`config.mk`:
```
export PLATFORM = sky130hd
export DESIGN_NAME = prefixed_integer_text_parser
export DESIGN_NICKNAME = d
export VERILOG_FILES = /design/src/design/pitp_pkg.sv /design/src/design/pitp_front.sv /design/src/design/pitp_queue.sv /design/src/design/pitp_back.sv /design/src/design/prefixed_integer_text_parser.sv
export SDC_FILE = /design/constraint.sdc
export NUM_CORES = 1
export LEC_CHECK = 0
export ABC_AREA = 1
export ABC_CLOCK_PERIOD_IN_PS = 7720
export BUFFER_PORTS_ARGS = -buffer_cell sky130_fd_sc_hd__buf_2
export CAP_MARGIN = 10
export CELL_PAD_IN_SITES_DETAIL_PLACEMENT = 1
export CELL_PAD_IN_SITES_GLOBAL_PLACEMENT = 2
export CORE_UTILIZATION = 37
export CTS_CLUSTER_DIAMETER = 120
export DETAILED_ROUTE_END_ITERATION = 8
export HOLD_SLACK_MARGIN = 0.08
export PLACE_DENSITY = 0.85
export SLEW_MARGIN = 20
export SYNTH_ARGS = -nofsm -noshare
export SYNTH_HDL_FRONTEND = slang
export SYNTH_SLANG_ARGS = --single-unit
export TNS_END_PERCENT = 10
```
`constraint.sdc`:
```
create_clock -name i_clk -period 7.72 [get_ports i_clk]
set_clock_uncertainty 0.2 [all_clocks]
set_input_delay 1.158 -clock i_clk [delete_from_list [all_inputs] [get_ports i_clk]]
set_output_delay 1.158 -clock i_clk [all_outputs]
set_load 0.005 [all_outputs]
```
`src/design/pitp_pkg.sv`:
```
`default_nettype none
// ----------------------------------------------------------------------------
// pitp_pkg
// Shared types and constants of the prefixed integer text parser.
// ----------------------------------------------------------------------------
package pitp_pkg;

    localparam logic [7:0] CH_ZERO  = 8'h30;
    localparam logic [7:0] CH_NINE  = 8'h39;
    localparam logic [7:0] CH_X_LO  = 8'h78;
    localparam logic [7:0] CH_A_LO  = 8'h61;
    localparam logic [7:0] CH_F_LO  = 8'h66;
    localparam logic [7:0] CH_A_UP  = 8'h41;
    localparam logic [7:0] CH_F_UP  = 8'h46;

    localparam int unsigned BASE_BITS = 5;
    localparam int unsigned CHAR_BITS = 8;

    localparam logic [BASE_BITS-1:0] NOT_HEX  = 5'd16;
    localparam logic [BASE_BITS-1:0] BASE_HEX = 5'd16;
    localparam logic [BASE_BITS-1:0] BASE_OCT = 5'd8;
    localparam logic [BASE_BITS-1:0] BASE_DEC = 5'd10;
    localparam logic [BASE_BITS-1:0] DIGIT_TEN = 5'd10;

    localparam int unsigned Q_DEPTH    = 2;
    localparam int unsigned Q_PTR_BITS = $clog2(Q_DEPTH);
    localparam int unsigned Q_CNT_BITS = $clog2(Q_DEPTH + 1);

    typedef enum logic [1:0] {
        PH_IDLE,
        PH_AFTER_ZERO,
        PH_AFTER_X,
        PH_DIGITS
    } t_phase;

    typedef struct packed {
        logic                 start;
        logic                 is_zero;
        logic                 is_x;
        logic [BASE_BITS-1:0] hex_val;
    } t_char_class;

    typedef struct packed {
        logic full;
        logic empty;
    } t_q_status;

    typedef struct packed {
        logic fire;
        logic emit;
    } t_back_status;

endpackage
`default_nettype wire

```
`src/design/pitp_front.sv`:
```
`default_nettype none
// ----------------------------------------------------------------------------
// pitp_front
// Classifies each incoming character: start flag, '0', 'x', hex digit value.
// ----------------------------------------------------------------------------
module pitp_front (
    input  wire logic [pitp_pkg::CHAR_BITS-1:0] i_char_code,
    input  wire logic                           i_start_req,
    output pitp_pkg::t_char_class               o_class
);

    logic [pitp_pkg::CHAR_BITS-1:0] w_diff;

    always_comb begin
        o_class.start   = i_start_req;
        o_class.is_zero = (i_char_code == pitp_pkg::CH_ZERO);
        o_class.is_x    = (i_char_code == pitp_pkg::CH_X_LO);
        w_diff          = '0;
        if (i_char_code inside {[pitp_pkg::CH_ZERO:pitp_pkg::CH_NINE]}) begin
            w_diff          = i_char_code - pitp_pkg::CH_ZERO;
            o_class.hex_val = w_diff[pitp_pkg::BASE_BITS-1:0];
        end else if (i_char_code inside {[pitp_pkg::CH_A_LO:pitp_pkg::CH_F_LO]}) begin
            w_diff          = i_char_code - pitp_pkg::CH_A_LO;
            o_class.hex_val = w_diff[pitp_pkg::BASE_BITS-1:0] + pitp_pkg::DIGIT_TEN;
        end else if (i_char_code inside {[pitp_pkg::CH_A_UP:pitp_pkg::CH_F_UP]}) begin
            w_diff          = i_char_code - pitp_pkg::CH_A_UP;
            o_class.hex_val = w_diff[pitp_pkg::BASE_BITS-1:0] + pitp_pkg::DIGIT_TEN;
        end else begin
            o_class.hex_val = pitp_pkg::NOT_HEX;
        end
    end

endmodule
`default_nettype wire

```
`src/design/pitp_queue.sv`:
```
`default_nettype none
// ----------------------------------------------------------------------------
// pitp_queue
// Short FIFO of classified characters between front and back.
// ----------------------------------------------------------------------------
module pitp_queue (
    input  wire logic                  i_clk,
    input  wire logic                  i_rst_n,
    input  wire logic                  i_push,
    input  wire pitp_pkg::t_char_class i_data,
    input  wire logic                  i_pop,
    output pitp_pkg::t_char_class      o_data,
    output pitp_pkg::t_q_status        o_status
);

    pitp_pkg::t_char_class                r_mem [pitp_pkg::Q_DEPTH];
    logic [pitp_pkg::Q_PTR_BITS-1:0]      r_wr_ptr;
    logic [pitp_pkg::Q_PTR_BITS-1:0]      r_rd_ptr;
    logic [pitp_pkg::Q_CNT_BITS-1:0]      r_count;
    logic [pitp_pkg::Q_CNT_BITS-1:0]      n_count;

    localparam logic [pitp_pkg::Q_CNT_BITS-1:0] CntFull =
        pitp_pkg::Q_CNT_BITS'(pitp_pkg::Q_DEPTH);
    localparam logic [pitp_pkg::Q_PTR_BITS-1:0] PtrLast =
        pitp_pkg::Q_PTR_BITS'(pitp_pkg::Q_DEPTH - 1);

    always_comb begin
        n_count = r_count;
        if (i_push && !i_pop) begin
            n_count = r_count + 1'b1;
        end else if (!i_push && i_pop) begin
            n_count = r_count - 1'b1;
        end
    end

    always_ff @(posedge i_clk) begin
        if (!i_rst_n) begin
            r_wr_ptr <= '0;
            r_rd_ptr <= '0;
            r_count  <= '0;
        end else begin
            r_count <= n_count;
            if (i_push) begin
                r_wr_ptr <= (r_wr_ptr == PtrLast) ? '0 : r_wr_ptr + 1'b1;
            end
            if (i_pop) begin
                r_rd_ptr <= (r_rd_ptr == PtrLast) ? '0 : r_rd_ptr + 1'b1;
            end
        end
    end

    always_ff @(posedge i_clk) begin
        if (i_push) begin
            r_mem[r_wr_ptr] <= i_data;
        end
    end

    assign o_data         = r_mem[r_rd_ptr];
    assign o_status.full  = (r_count == CntFull);
    assign o_status.empty = (r_count == '0);

endmodule
`default_nettype wire

```
`src/design/pitp_back.sv`:
```
`default_nettype none
// ----------------------------------------------------------------------------
// pitp_back
// Prefix and digit sequencer with multiply-add accumulator and output register.
// ----------------------------------------------------------------------------
module pitp_back #(
    parameter int unsigned OFFSET_BITS = 16
) (
    input  wire logic                           i_clk,
    input  wire logic                           i_rst_n,
    input  wire logic [pitp_pkg::BASE_BITS-1:0] i_cfg_base,
    input  wire logic                           i_q_valid,
    input  wire pitp_pkg::t_char_class          i_q_data,
    output logic                                o_q_pop,
    input  wire logic                           i_ready,
    output logic                                o_valid,
    output logic [63:0]                         o_value,
    output logic [OFFSET_BITS-1:0]              o_end_offset,
    output pitp_pkg::t_back_status              o_status
);

    localparam logic [OFFSET_BITS-1:0] CountMax = '1;
    localparam logic [OFFSET_BITS-1:0] CountOne = OFFSET_BITS'(1);
    localparam logic [OFFSET_BITS-1:0] CountTwo = OFFSET_BITS'(2);

    pitp_pkg::t_phase                r_phase;
    pitp_pkg::t_phase                n_phase;
    logic [63:0]                     r_acc;
    logic [63:0]                     n_acc;
    logic [pitp_pkg::BASE_BITS-1:0]  r_base;
    logic [pitp_pkg::BASE_BITS-1:0]  n_base;
    logic [OFFSET_BITS-1:0]          r_count;
    logic [OFFSET_BITS-1:0]          n_count;
    logic                            r_out_valid;
    logic [63:0]                     r_value;
    logic [OFFSET_BITS-1:0]          r_offset;

    logic                            w_fire;
    logic                            w_take;
    logic                            w_take_ok;
    logic                            w_emit;
    logic [63:0]                     w_acc_in;
    logic [pitp_pkg::BASE_BITS-1:0]  w_base_in;
    logic [OFFSET_BITS-1:0]          w_count_in;
    logic [63:0]                     w_product;
    logic                            w_is_hex;

    assign w_fire   = i_q_valid && (!r_out_valid || i_ready);
    assign w_is_hex = (i_q_data.hex_val != pitp_pkg::NOT_HEX);

    // operand selection per phase
    always_comb begin
        w_acc_in   = r_acc;
        w_base_in  = r_base;
        w_count_in = r_count;
        w_take     = 1'b0;
        if (i_q_data.start) begin
            w_acc_in   = '0;
            w_count_in = '0;
            w_base_in  = i_cfg_base;
            w_take     = !i_q_data.is_zero;
            if (!i_q_data.is_zero && i_cfg_base == '0) begin
                w_base_in = pitp_pkg::BASE_DEC;
            end
        end else begin
            case (r_phase)
                pitp_pkg::PH_AFTER_ZERO: begin
                    if (!i_q_data.is_x) begin
                        w_take = 1'b1;
                        if (r_base == '0) begin
                            w_base_in = pitp_pkg::BASE_OCT;
                        end
                    end
                end
                pitp_pkg::PH_AFTER_X: begin
                    if (w_is_hex) begin
                        w_take     = 1'b1;
                        w_base_in  = pitp_pkg::BASE_HEX;
                        w_count_in = CountTwo;
                    end else if (r_base == '0) begin
                        w_base_in = pitp_pkg::BASE_OCT;
                    end
                end
                pitp_pkg::PH_DIGITS: begin
                    w_take = 1'b1;
                end
                default: begin
                    w_take = 1'b0;
                end
            endcase
        end
        w_take_ok = w_take && (i_q_data.hex_val < w_base_in);
        w_emit    = w_fire && ((w_take && !w_take_ok) ||
                    (!i_q_data.start && r_phase == pitp_pkg::PH_AFTER_X && !w_is_hex));
    end

    assign w_product = w_acc_in * 64'(w_base_in);

    always_comb begin
        n_acc   = r_acc;
        n_base  = r_base;
        n_count = r_count;
        if (w_fire) begin
            n_acc   = w_acc_in;
            n_base  = w_base_in;
            n_count = (i_q_data.start && i_q_data.is_zero) ? CountOne : w_count_in;
            if (w_take_ok) begin
                n_acc   = w_product + 64'(i_q_data.hex_val);
                n_count = (w_count_in < CountMax) ? w_count_in + 1'b1 : w_count_in;
            end
        end
    end

    // next state
    always_comb begin
        n_phase = r_phase;
        if (w_fire) begin
            if (i_q_data.start && i_q_data.is_zero) begin
                n_phase = pitp_pkg::PH_AFTER_ZERO;
            end else if (!i_q_data.start && r_phase == pitp_pkg::PH_AFTER_ZERO &&
                         i_q_data.is_x) begin
                n_phase = pitp_pkg::PH_AFTER_X;
            end else if (w_take_ok) begin
                n_phase = pitp_pkg::PH_DIGITS;
            end else if (w_emit) begin
                n_phase = pitp_pkg::PH_IDLE;
            end
        end
    end

    // outputs
    always_comb begin
        o_q_pop         = w_fire;
        o_status.fire   = w_fire;
        o_status.emit   = w_emit;
        o_valid         = r_out_valid;
        o_value         = r_value;
        o_end_offset    = r_offset;
    end

    always_ff @(posedge i_clk) begin
        if (!i_rst_n) begin
            r_phase     <= pitp_pkg::PH_IDLE;
            r_acc       <= '0;
            r_base      <= '0;
            r_count     <= '0;
            r_out_valid <= 1'b0;
        end else begin
            r_phase <= n_phase;
            r_acc   <= n_acc;
            r_base  <= n_base;
            r_count <= n_count;
            if (w_emit) begin
                r_out_valid <= 1'b1;
            end else if (i_ready) begin
                r_out_valid <= 1'b0;
            end
        end
    end

    always_ff @(posedge i_clk) begin
        if (w_emit) begin
            r_value  <= w_acc_in;
            r_offset <= w_count_in;
        end
    end

endmodule
`default_nettype wire

```
`src/design/prefixed_integer_text_parser.sv`:
```
`default_nettype none
// ----------------------------------------------------------------------------
// prefixed_integer_text_parser
// Streaming unsigned integer parser with 0 / 0x prefix base detection.
// ----------------------------------------------------------------------------
// Throughput: one character per cycle while the output is not stalled, set by
//   the back end's accumulator multiply-add (64 x 5 bits plus digit) on its feedback loop.
// Result path: the stopping character passes the queue stage, then the back
//   end registers the result into o_valid/o_value as it pops that character.
// Reset: synchronous, active low; parser idle, base register 0, queue empty.
// ----------------------------------------------------------------------------
module prefixed_integer_text_parser #(
    parameter int unsigned OFFSET_BITS = 16
) (
    input  wire logic                           i_clk,
    input  wire logic                           i_rst_n,
    input  wire logic                           i_valid,
    output logic                                o_ready,
    input  wire logic [7:0]                     i_char_code,
    input  wire logic                           i_start_req,
    output logic                                o_valid,
    input  wire logic                           i_ready,
    output logic [63:0]                         o_value,
    output logic [OFFSET_BITS-1:0]              o_end_offset,
    input  wire logic                           i_cfg_valid,
    output logic                                o_cfg_ready,
    input  wire logic [pitp_pkg::BASE_BITS-1:0] i_cfg_base
);

    logic [pitp_pkg::BASE_BITS-1:0] r_base;
    pitp_pkg::t_char_class          w_class;
    pitp_pkg::t_char_class          w_q_data;
    pitp_pkg::t_q_status            w_q_status;
    pitp_pkg::t_back_status         w_back_status;
    logic                           w_push;
    logic                           w_pop;

    assign o_cfg_ready = 1'b1;

    always_ff @(posedge i_clk) begin
        if (!i_rst_n) begin
            r_base <= '0;
        end else if (i_cfg_valid) begin
            r_base <= i_cfg_base;
        end
    end

    assign o_ready = !w_q_status.full;
    assign w_push  = i_valid && o_ready;

    pitp_front u_front (
        .i_char_code (i_char_code),
        .i_start_req (i_start_req),
        .o_class     (w_class)
    );

    pitp_queue u_queue (
        .i_clk    (i_clk),
        .i_rst_n  (i_rst_n),
        .i_push   (w_push),
        .i_data   (w_class),
        .i_pop    (w_pop),
        .o_data   (w_q_data),
        .o_status (w_q_status)
    );

    pitp_back #(
        .OFFSET_BITS (OFFSET_BITS)
    ) u_back (
        .i_clk        (i_clk),
        .i_rst_n      (i_rst_n),
        .i_cfg_base   (r_base),
        .i_q_valid    (!w_q_status.empty),
        .i_q_data     (w_q_data),
        .o_q_pop      (w_pop),
        .i_ready      (i_ready),
        .o_valid      (o_valid),
        .o_value      (o_value),
        .o_end_offset (o_end_offset),
        .o_status     (w_back_status)
    );

    a_q_full_empty: assert property (@(posedge i_clk) disable iff (!i_rst_n)
        !(w_q_status.full && w_q_status.empty))
        else $error("queue full and empty at once");

    a_emit_needs_fire: assert property (@(posedge i_clk) disable iff (!i_rst_n)
        w_back_status.emit |-> w_back_status.fire)
        else $error("result emitted without a queue pop");

    a_emit_shows: assert property (@(posedge i_clk) disable iff (!i_rst_n)
        w_back_status.emit |=> o_valid)
        else $error("emitted result not presented");

    a_fire_needs_space: assert property (@(posedge i_clk) disable iff (!i_rst_n)
        (o_valid && !i_ready) |-> !w_back_status.fire)
        else $error("back end advanced while output stalled");

endmodule
`default_nettype wire

```
## After elaboration in Yosys (flattened, before gate mapping)

Memory sizes are Yosys's and may differ from the RTL's. A register that Yosys moved wholly into a read port is not among the register bits.
Index checks and enable logic that the tools add are counted.

- Muxes and demuxes: 35
- Magnitude comparators: 8
- Equal/unequal tests: 7
- Multipliers: 1
- Add/sub/neg operators: 11
- Reduce and logical (&&, ||, !) cells: 34

Operators by type and width:

| kind | number |
|---|---|
| $mux W64 | 2 |
| $mux W16 | 6 |
| $add A64 B5 Y64 | 1 |
| $mul A64 B5 Y64 | 1 |
| $mux W5 | 8 |
| $add A16 B1 Y16 const B | 1 |
| $ge A8 B7 Y1 const B | 2 |
| $le A8 B7 Y1 const B | 2 |
| $logic_and A1 B1 Y1 | 16 |
| $lt A16 B16 Y1 const B | 1 |
| $mux W2 | 6 |
| $mux W1 | 11 |
| $add A5 B4 Y5 const B | 2 |
| $logic_not A5 Y1 | 2 |
| $pmux W5 S2 | 1 |
| $sub A5 B1 Y5 const B | 2 |
| $logic_not A1 Y1 | 9 |
| $eq A8 B6 Y1 const B | 1 |
| $eq A8 B7 Y1 const B | 1 |
| $ge A8 B6 Y1 const B | 1 |
| $le A8 B6 Y1 const B | 1 |
| $eq A2 B2 Y1 const B | 3 |
| $lt A5 B5 Y1 | 1 |
| $ne A5 B5 Y1 const B | 1 |
| other kinds (11) | 14 |

- Bits in writable memories: 16
- Logic and storage cells: 108
- Memories: 1
- Input port bits: 19
- Register bits after elaboration: 177
- Output and inout bits: 83

Memories:

| memory | words | bits a word | rd ports | clocked after memory_dff | wr ports | line | source |
|---|---|---|---|---|---|---|---|
| u_queue.r_mem | 2 | 8 | 1 | 1 | 1 | pitp_queue.sv:16 | `pitp_pkg::t_char_class r_mem [pitp_pkg::Q_DEPTH];` |

## Longest topological paths before layout

Gate-level depths: netlist of the first run.

- Word-level depth: 15
- Mapped depth: 35
- Mapped depth without buffers: 33

## By module

From an unflattened synthesis of the first run, not the netlist that was laid out.

- Cell total of the unflattened synthesis: 2931
- Area total of the unflattened synthesis: 20787.4 um2

By module, submodules not included:

| module | cells an instance | sequential area each (um2) | instances | area each (um2) |
|---|---|---|---|---|
| pitp_back | 2798 | 4164.0 | 1 | 19525.0 |
| pitp_queue | 58 | 580.6 | 1 | 804.5 |
| prefixed_integer_text_parser | 37 | 100.1 | 1 | 231.5 |
| pitp_front | 38 | 0.0 | 1 | 226.5 |

## Worst setup path before layout of the first run

No wires, ideal clock.

- Path type: reg2reg
- Start point: reg u_back.r_phase[1]
- End point: reg u_back.r_acc[43]
- Period minus slack after synthesis: 5.586 ns
- Library setup time: 0.117 ns
- Buffers on the path: 1
- Slack: 2.134 ns
- Data arrival time: 5.269 ns
- Data required time: 7.403 ns
- Stages on the path, launching flop included: 28
- Path through: dfxtp_1 > inv_1 > ha_1 > inv_1 > nor2_1 > nand2_1 > a21oi_1 > nand2_1 > inv_2 > buf_1 > nor2_1 > fa_1 > fa_1 > inv_1 > fa_1 > inv_1 > ha_1 > a21oi_1 > nor2_1 > nor2_1 > nand2_1 > a21oi_1 > o21ai_0 > a21oi_1 > o21ai_0 > xor2_1 > a21oi_1 > nor2_1

- Longest elaborated chain between the ends: 6
- Elaborated cells on any way between the ends: 12
- Those cells by class: add/sub: 1; mul: 1; order compare: 1; eq/ne: 3; mux: 5; reduce/logical: 1

Ends and longest elaborated chain:

| item | line | source |
|---|---|---|
| start: declaration | pitp_back.sv:26 | `pitp_pkg::t_phase r_phase;` |
| start signal: assignment | pitp_back.sv:143 | `r_phase <= pitp_pkg::PH_IDLE;` |
| start signal: assignment | pitp_back.sv:149 | `r_phase <= n_phase;` |
| $eq A2 B2 Y1 / $eq A2 B1 Y1 (equally long branches) | pitp_back.sv:66 | `case (r_phase)` |
| $pmux W5 S2 | pitp_back.sv:66 |  |
| $mux W5 | pitp_back.sv:57 | `if (i_q_data.start) begin` |
| $mul A64 B5 Y64 / $lt A5 B5 Y1 (equally long branches) | pitp_back.sv:97, pitp_back.sv:92 |  |
| $add A64 B5 Y64 / $logic_and A1 B1 Y1 (equally long branches) | pitp_back.sv:108, pitp_back.sv:92 |  |
| $mux W64 * | pitp_back.sv:107 | `if (w_take_ok) begin` |
| end signal: assignment | pitp_back.sv:150 | `r_acc <= n_acc;` |
| end: declaration | pitp_back.sv:28 | `logic [63:0] r_acc;` |

Mark *: on every way between the ends. The rest lies on a longest branch, timed or not.
A chain may end at the register's enable or synchronous reset.

## Final worst setup path of the first run

- Start point: reg u_back.r_phase[0]
- End point: reg u_back.r_acc[43]

The elaborated chain is that of the path after synthesis.

==> results.ini, run 1 <==
[critical_path]
slowest_delay_ns = 0.57
crit_path_end_kind = flop
path_max_fanout = 18
start_kind = flop
crit_arrival_ns = 7.41
cp_top_family = adder cells
cpMaxStageDelayCell = fa_1
criticalPathCategory = reg2reg
cp.required_ns = 7.96
path_buf_inv = 7

[detailed_routing]
finalWirelength_um = 67800
met2_length_um = 32800
dr_wl_met3_um = 1950
dr_total_vias = 18300
top_layer_used = met4
via_per_inst = 5.11
drt_pass1_iterations = 5
postRouteAntennaNets = 0
drc = 0
drt_iter0_drc = 913
avgRoutedWirePerCell_um = 18.9
wl_met1_um = 32200

[synth]
yosysWarnings = 0
yosys.area.top_type = fa_1
yosysSeqAreaShare_pct = 23.8
postSynthCellCount = 2813
ys_top_cells_by_area = fa_1, edfxtp_1, inv_1
synth_most_common_cell = inv_1
synth_edf_count = 96
synth_cell_types = 47
syn_area_sq_um = 20300
ys.flop_type = dfxtp_1
ys_top_cells_by_count = inv_1, nor2_1, nand2_1
async_reset_ff_share_pct = 0
ys_ff_latch = 194
synth_top_cell_area_share_pct = 18.0
syn_area_per_cell_sq_um = 7.23
synth_nets = 3155

[pwr]
power_mw = 6.52
max-vdd-ir-drop_uv = 211
power_density_nw_per_um2 = 294
p_leak_nw = 10.6

[finish]
fin_area_sq_um = 22200
layout.cells.non_filler = 3586
utilization_pct = 41.0
drive_gt1_share_pct = 6.92
area_delta_synth_final_pct = 9.04
diodes = 0
nets = 3219

[floorplanning]
start_util_pct = 37.6
die_area_sq_um = 55900
core_sq_um = 54000
rows = 85
die_h_um = 236
io_pins = 102
die_w_um = 236

[timing]
period_minus_slack_ns = 7.16
finalMaxSlewViolations = 0
fmax_ghz = 0.140
finalHoldViolCount = 0
worst_pin_slew_ns = 0.881
setup_viol = 0
relSlewSlack_pct = 41.3
finalCritPeriodShare_pct = 92.8
fin_setup_tns_ns = 0
rsz0062_at_grt = false

[global_routing]
antenna_found_initial = 0
grt_first_pass_wirelength_um = 110000
grt_usage_pct = 25.3
grt_max_degree = 62
grt_pass1_vias = 19900
gr-total-overflow = 0

[place]
place_hpwl_um = 53500
gp_congestion = 0.926
place_area_sq_um = 21600
portBuffers = 100
dp_cells = 3554

[clocking]
cts_buffer_depth = 2
cts_made_buffers = 17
insertion_delay_ns = 0.52
clk_pin_slew_worst_paths_ns = 0.08
cts_root_buf = clkbuf_16
clock_sinks = 194
post_cts_buffers = 0
htree_levels = 4
cts_tree = yes

[run]
maxCapViolCount = 0

[run_status]
status = complete, no violations

[min_path]
hold_path_class = reg2reg

-- cell usage in the layout, fill, tap and decap left out, drive strengths merged, types with 2 or more instances in the layout --
master / instances
a21o: 4
nor4: 11
nand4: 27
clkbuf: 18
nand2: 410
a221oi: 4
fa: 183
o22ai: 2
clkinv: 7
xor2: 37
nand3: 76
ha: 140
o21bai: 8
a31oi: 11
nand3b: 3
o21ai: 168
nor2: 472
xnor2: 17
o211ai: 33
edfxtp: 96
a21oi: 225
inv: 670
dfxtp: 98
o21a: 7
nor3: 22
a211oi: 4
buf: 130
-- cells by family (layout without fill, tap and decap cells) --
family,Yosys count,in the layout,synth area share [%]
AO/OA/AOI/OAI,468,468,12.4
flip-flops,194,194,23.8
AND/OR/NAND/NOR,1023,1023,20.6
adder cells (fa/ha/maj),323,323,26.6
XOR/XNOR,54,54,2.33
buffers and inverters,750,827,14.2
other,1,1,0.0184
-- power breakdown --
group / switching [mW] / total (mW) / internal (mW) / leakage (nW)
Sequential: 0.175 / 1.69 / 1.51 / 1.71
Combinational: 2.76 / 3.87 / 1.11 / 8.58
Clock: 0.497 / 0.959 / 0.462 / 0.288
-- final timing paths --
kind,cells past startpoint,endpoint,start,slack (ns)
max,27,u_back.r_acc[43]$_SDFFE_PN0P_,u_back.r_phase[0]$_SDFFE_PN0P_,0.56
min,2,u_back.r_acc[11]$_SDFFE_PN0P_,u_back.r_acc[11]$_SDFFE_PN0P_,0.27
max reg2reg,27,u_back.r_acc[43]$_SDFFE_PN0P_,u_back.r_phase[0]$_SDFFE_PN0P_,0.56
min reg2reg,2,u_back.r_acc[11]$_SDFFE_PN0P_,u_back.r_acc[11]$_SDFFE_PN0P_,0.27
-- layer usage --
layer  GRT usage [%]  vias up
met5               0        -
met4            5.63        0
met3            2.81       50
met2            43.1      264
met1            34.3     9198
li1                -     8829
-- worst reg2reg max path, cell delays in order (launching register included) --
cell and delay (ns):
dfxtp_1 0.38, inv_1 0.09, ha_1 0.33, inv_1 0.06
nor2_1 0.21, nand2_1 0.08, a21oi_1 0.14, nand2_1 0.25
inv_2 0.40, buf_4 0.34, nor2_1 0.12, fa_1 0.54
fa_1 0.57, inv_1 0.06, fa_1 0.54, inv_1 0.05
ha_1 0.39, nand2_1 0.13, nor2_1 0.18, inv_1 0.10
nor2_1 0.24, nand3_1 0.13, o21ai_1 0.44, a21oi_1 0.24
o21ai_1 0.40, xor2_1 0.26, a21oi_1 0.11, nor2_1 0.11
-- final cells by class --
cell class	count	area [sq um]
repair buffers	130	726
inverters	665	2500
fillers	6886	31800
clock buffers	18	429
well taps	696	871
flip-flops and latches	194	4840
clock inverters	14	166
multi-input cells	1869	12600
-- registers in the layout, summed over array words and instances (netlist names), 2 cells and up, named ones only --
register and cells:
u_back.r_base 5, u_back.r_count 16, u_back.r_phase 2, r_base 5
u_back.o_value 64, u_back.o_end_offset 16, u_queue.r_mem 16, u_back.r_acc 64
u_queue.r_count 2
-- per-stage QoR --
stage / setup WS (ns) / hold slack [ns]
floorplan: 2.13 / 0.226
finish: 0.558 / 0.270
global placement: 0.202 / 0.237
global route: 0.135 / 0.285
CTS: 0.0935 / 0.270
detailed placement: 0.0609 / 0.256
-- what timing repair did --
action                     CTS  global route
resized for setup            1             3
hold buffers                 0             0
setup endpoints to repair    1             2
Note: power is estimated with default switching activity, not from simulation.
==> run 2, diff against run 1 <==
--- a/config.mk
+++ b/config.mk
@@ -15,9 +15,10 @@
 export CTS_CLUSTER_DIAMETER = 120
 export DETAILED_ROUTE_END_ITERATION = 8
 export HOLD_SLACK_MARGIN = 0.08
-export PLACE_DENSITY = 0.85
+export PLACE_DENSITY = 0.86
 export SLEW_MARGIN = 20
 export SYNTH_ARGS = -nofsm -noshare
 export SYNTH_HDL_FRONTEND = slang
+export SYNTH_HIERARCHICAL = 1
 export SYNTH_SLANG_ARGS = --single-unit
 export TNS_END_PERCENT = 10
==> results.ini, run 2 <==
[place]
gp_congestion = 0.949
dp_cells = 3710
post-place-ws_ns = 0.986
place_hpwl_um = 54500
portBuffers = 100

[clocking]
ctsHoldBuffers = 0
cts_made_buffers = 17
insertion_delay_ns = 0.51
cts_root_buf = clkbuf_16
post_cts_resized = 0
cts_buffer_depth = 2
clk_pin_slew_worst_paths_ns = 0.08
cts_tree = yes
post_cts_buffers = 0
htree_levels = 4
clock_sinks = 194

[finish]
area_delta_synth_final_pct = 8.97
layout_common_cells = inv_1, nor2_1, nand2_1, a21oi_1, fa_1
drive_gt1_share_pct = 7.35
utilization_pct = 40.9
layout.cells.non_filler = 3743
final_common_cell = inv_1
nets = 3321
fillers = 7137

[detailed_routing]
avgRoutedWirePerCell_um = 18.4
drc = 0
finalWirelength_um = 68800
postRouteAntennaNets = 0
dr_total_vias = 18800
drt_iter0_drc = 882
via_per_inst = 5.02
drt_pass1_iterations = 5

[pwr]
power_density_nw_per_um2 = 240
p_leak_nw = 10.7
max-vdd-ir-drop_uv = 504

[critical_path]
path_max_fanout = 21
crit_arrival_ns = 6.92
cp.required_ns = 7.91
path_buf_inv = 4
start_kind = flop
timing.critical_path.mode_cell = nand2_1
slowest_delay_ns = 0.55
cpMaxStageDelayCell = dfxtp_1
criticalPathCategory = reg2reg
cp_top_family = simple AND/OR/NAND/NOR gates
crit_path_end_kind = flop

[global_routing]
grt_first_pass_wirelength_um = 110000
grt_max_degree = 86
grt_pass1_vias = 20400
gr-total-overflow = 0
antenna_found_initial = 0
grt_usage_pct = 25.0

[synth]
postSynthCellCount = 2929
synth_nets = 3269
syn_area_sq_um = 20800
syn_area_per_cell_sq_um = 7.09
yosysWarnings = 6

[min_path]
hold_path_class = reg2reg

[floorplanning]
die_w_um = 239
die_h_um = 239
rows = 86
die_area_sq_um = 57100
io_pins = 102
start_util_pct = 37.6
core_sq_um = 55300

[timing]
layout_setup_ws_ns = 0.991
fin_setup_tns_ns = 0
setup_viol = 0
finalHoldViolCount = 0
rsz0062_at_grt = false
relSlewSlack_pct = 30.9
worst_pin_slew_ns = 1.04
finalMaxSlewViolations = 0
finalCritPeriodShare_pct = 87.2
fmax_ghz = 0.149
period_minus_slack_ns = 6.73

[run_status]
status = complete, no violations

[run]
maxCapViolCount = 0

-- run 2: changes by cell type in the layout (fill, tap and decap cells not counted), moves of 12 or more --
cell	before	now
nor2_1	466	486
o211ai_1	33	13
o21ai_0	114	132
nand3_1	72	100
buf_4	30	18
o21ai_1	54	4
a21oi_1	221	246
inv_1	653	667
nand2_1	399	466
-- run 2: power by group --
group | switching, mW | leakage [nW] | total [mW] | internal (mW)
registers | 0.136 | 1.71 | 1.57 | 1.43
clock network | 0.501 | 0.297 | 0.995 | 0.494
logic | 2.06 | 8.73 | 2.88 | 0.820
-- run 2: final cells by class --
cell class,instances,area (sq um),area share [%]
multi-input combinational,1970,13000,57.5
sequential,194,4840,21.4
inverter,679,2560,11.3
tap,748,936,4.13
timing repair buffer,119,656,2.90
clock buffer,18,429,1.90
clock inverter,14,186,0.824
antenna,1,2.50,0.0111
-- run 2: final timing paths --
check	slack [ns]	cells past startpoint	start	to
max reg2reg	0.99	25	flop	u_back/r_acc[38]$_SDFFE_PN0P_
min reg2reg	0.27	2	u_back/r_acc[39]$_SDFFE_PN0P_	u_back/r_acc[39]$_SDFFE_PN0P_
max	0.99	25	flop	u_back/r_acc[38]$_SDFFE_PN0P_
min	0.27	2	u_back/r_acc[39]$_SDFFE_PN0P_	u_back/r_acc[39]$_SDFFE_PN0P_
-- run 2: layer usage --
metal  part of all wire (%)  global-route usage (%)
met1                     45                    31.4
met2                     50                    44.7
met3                    2.6                    2.76
met4                    2.1                    7.65
met5                      0                       0
-- run 2: metrics by stage --
step / power (mW) / hold slack [ns] / area (sq um)
after floorplan: 3.52 / 0.245 / 20800
after global placement: 4.37 / 0.252 / 22000
after detailed placement: 4.47 / 0.256 / 22000
after CTS: 5.50 / 0.268 / 22600
after global routing: 5.88 / 0.287 / 22600
final: 5.44 / 0.268 / 22600
-- run 2: tightest hold or removal path, cell delays in order (launching register included) --
cell and delay (ns):
dfxtp_1 0.32, nand2_1 0.06, a21oi_1 0.05
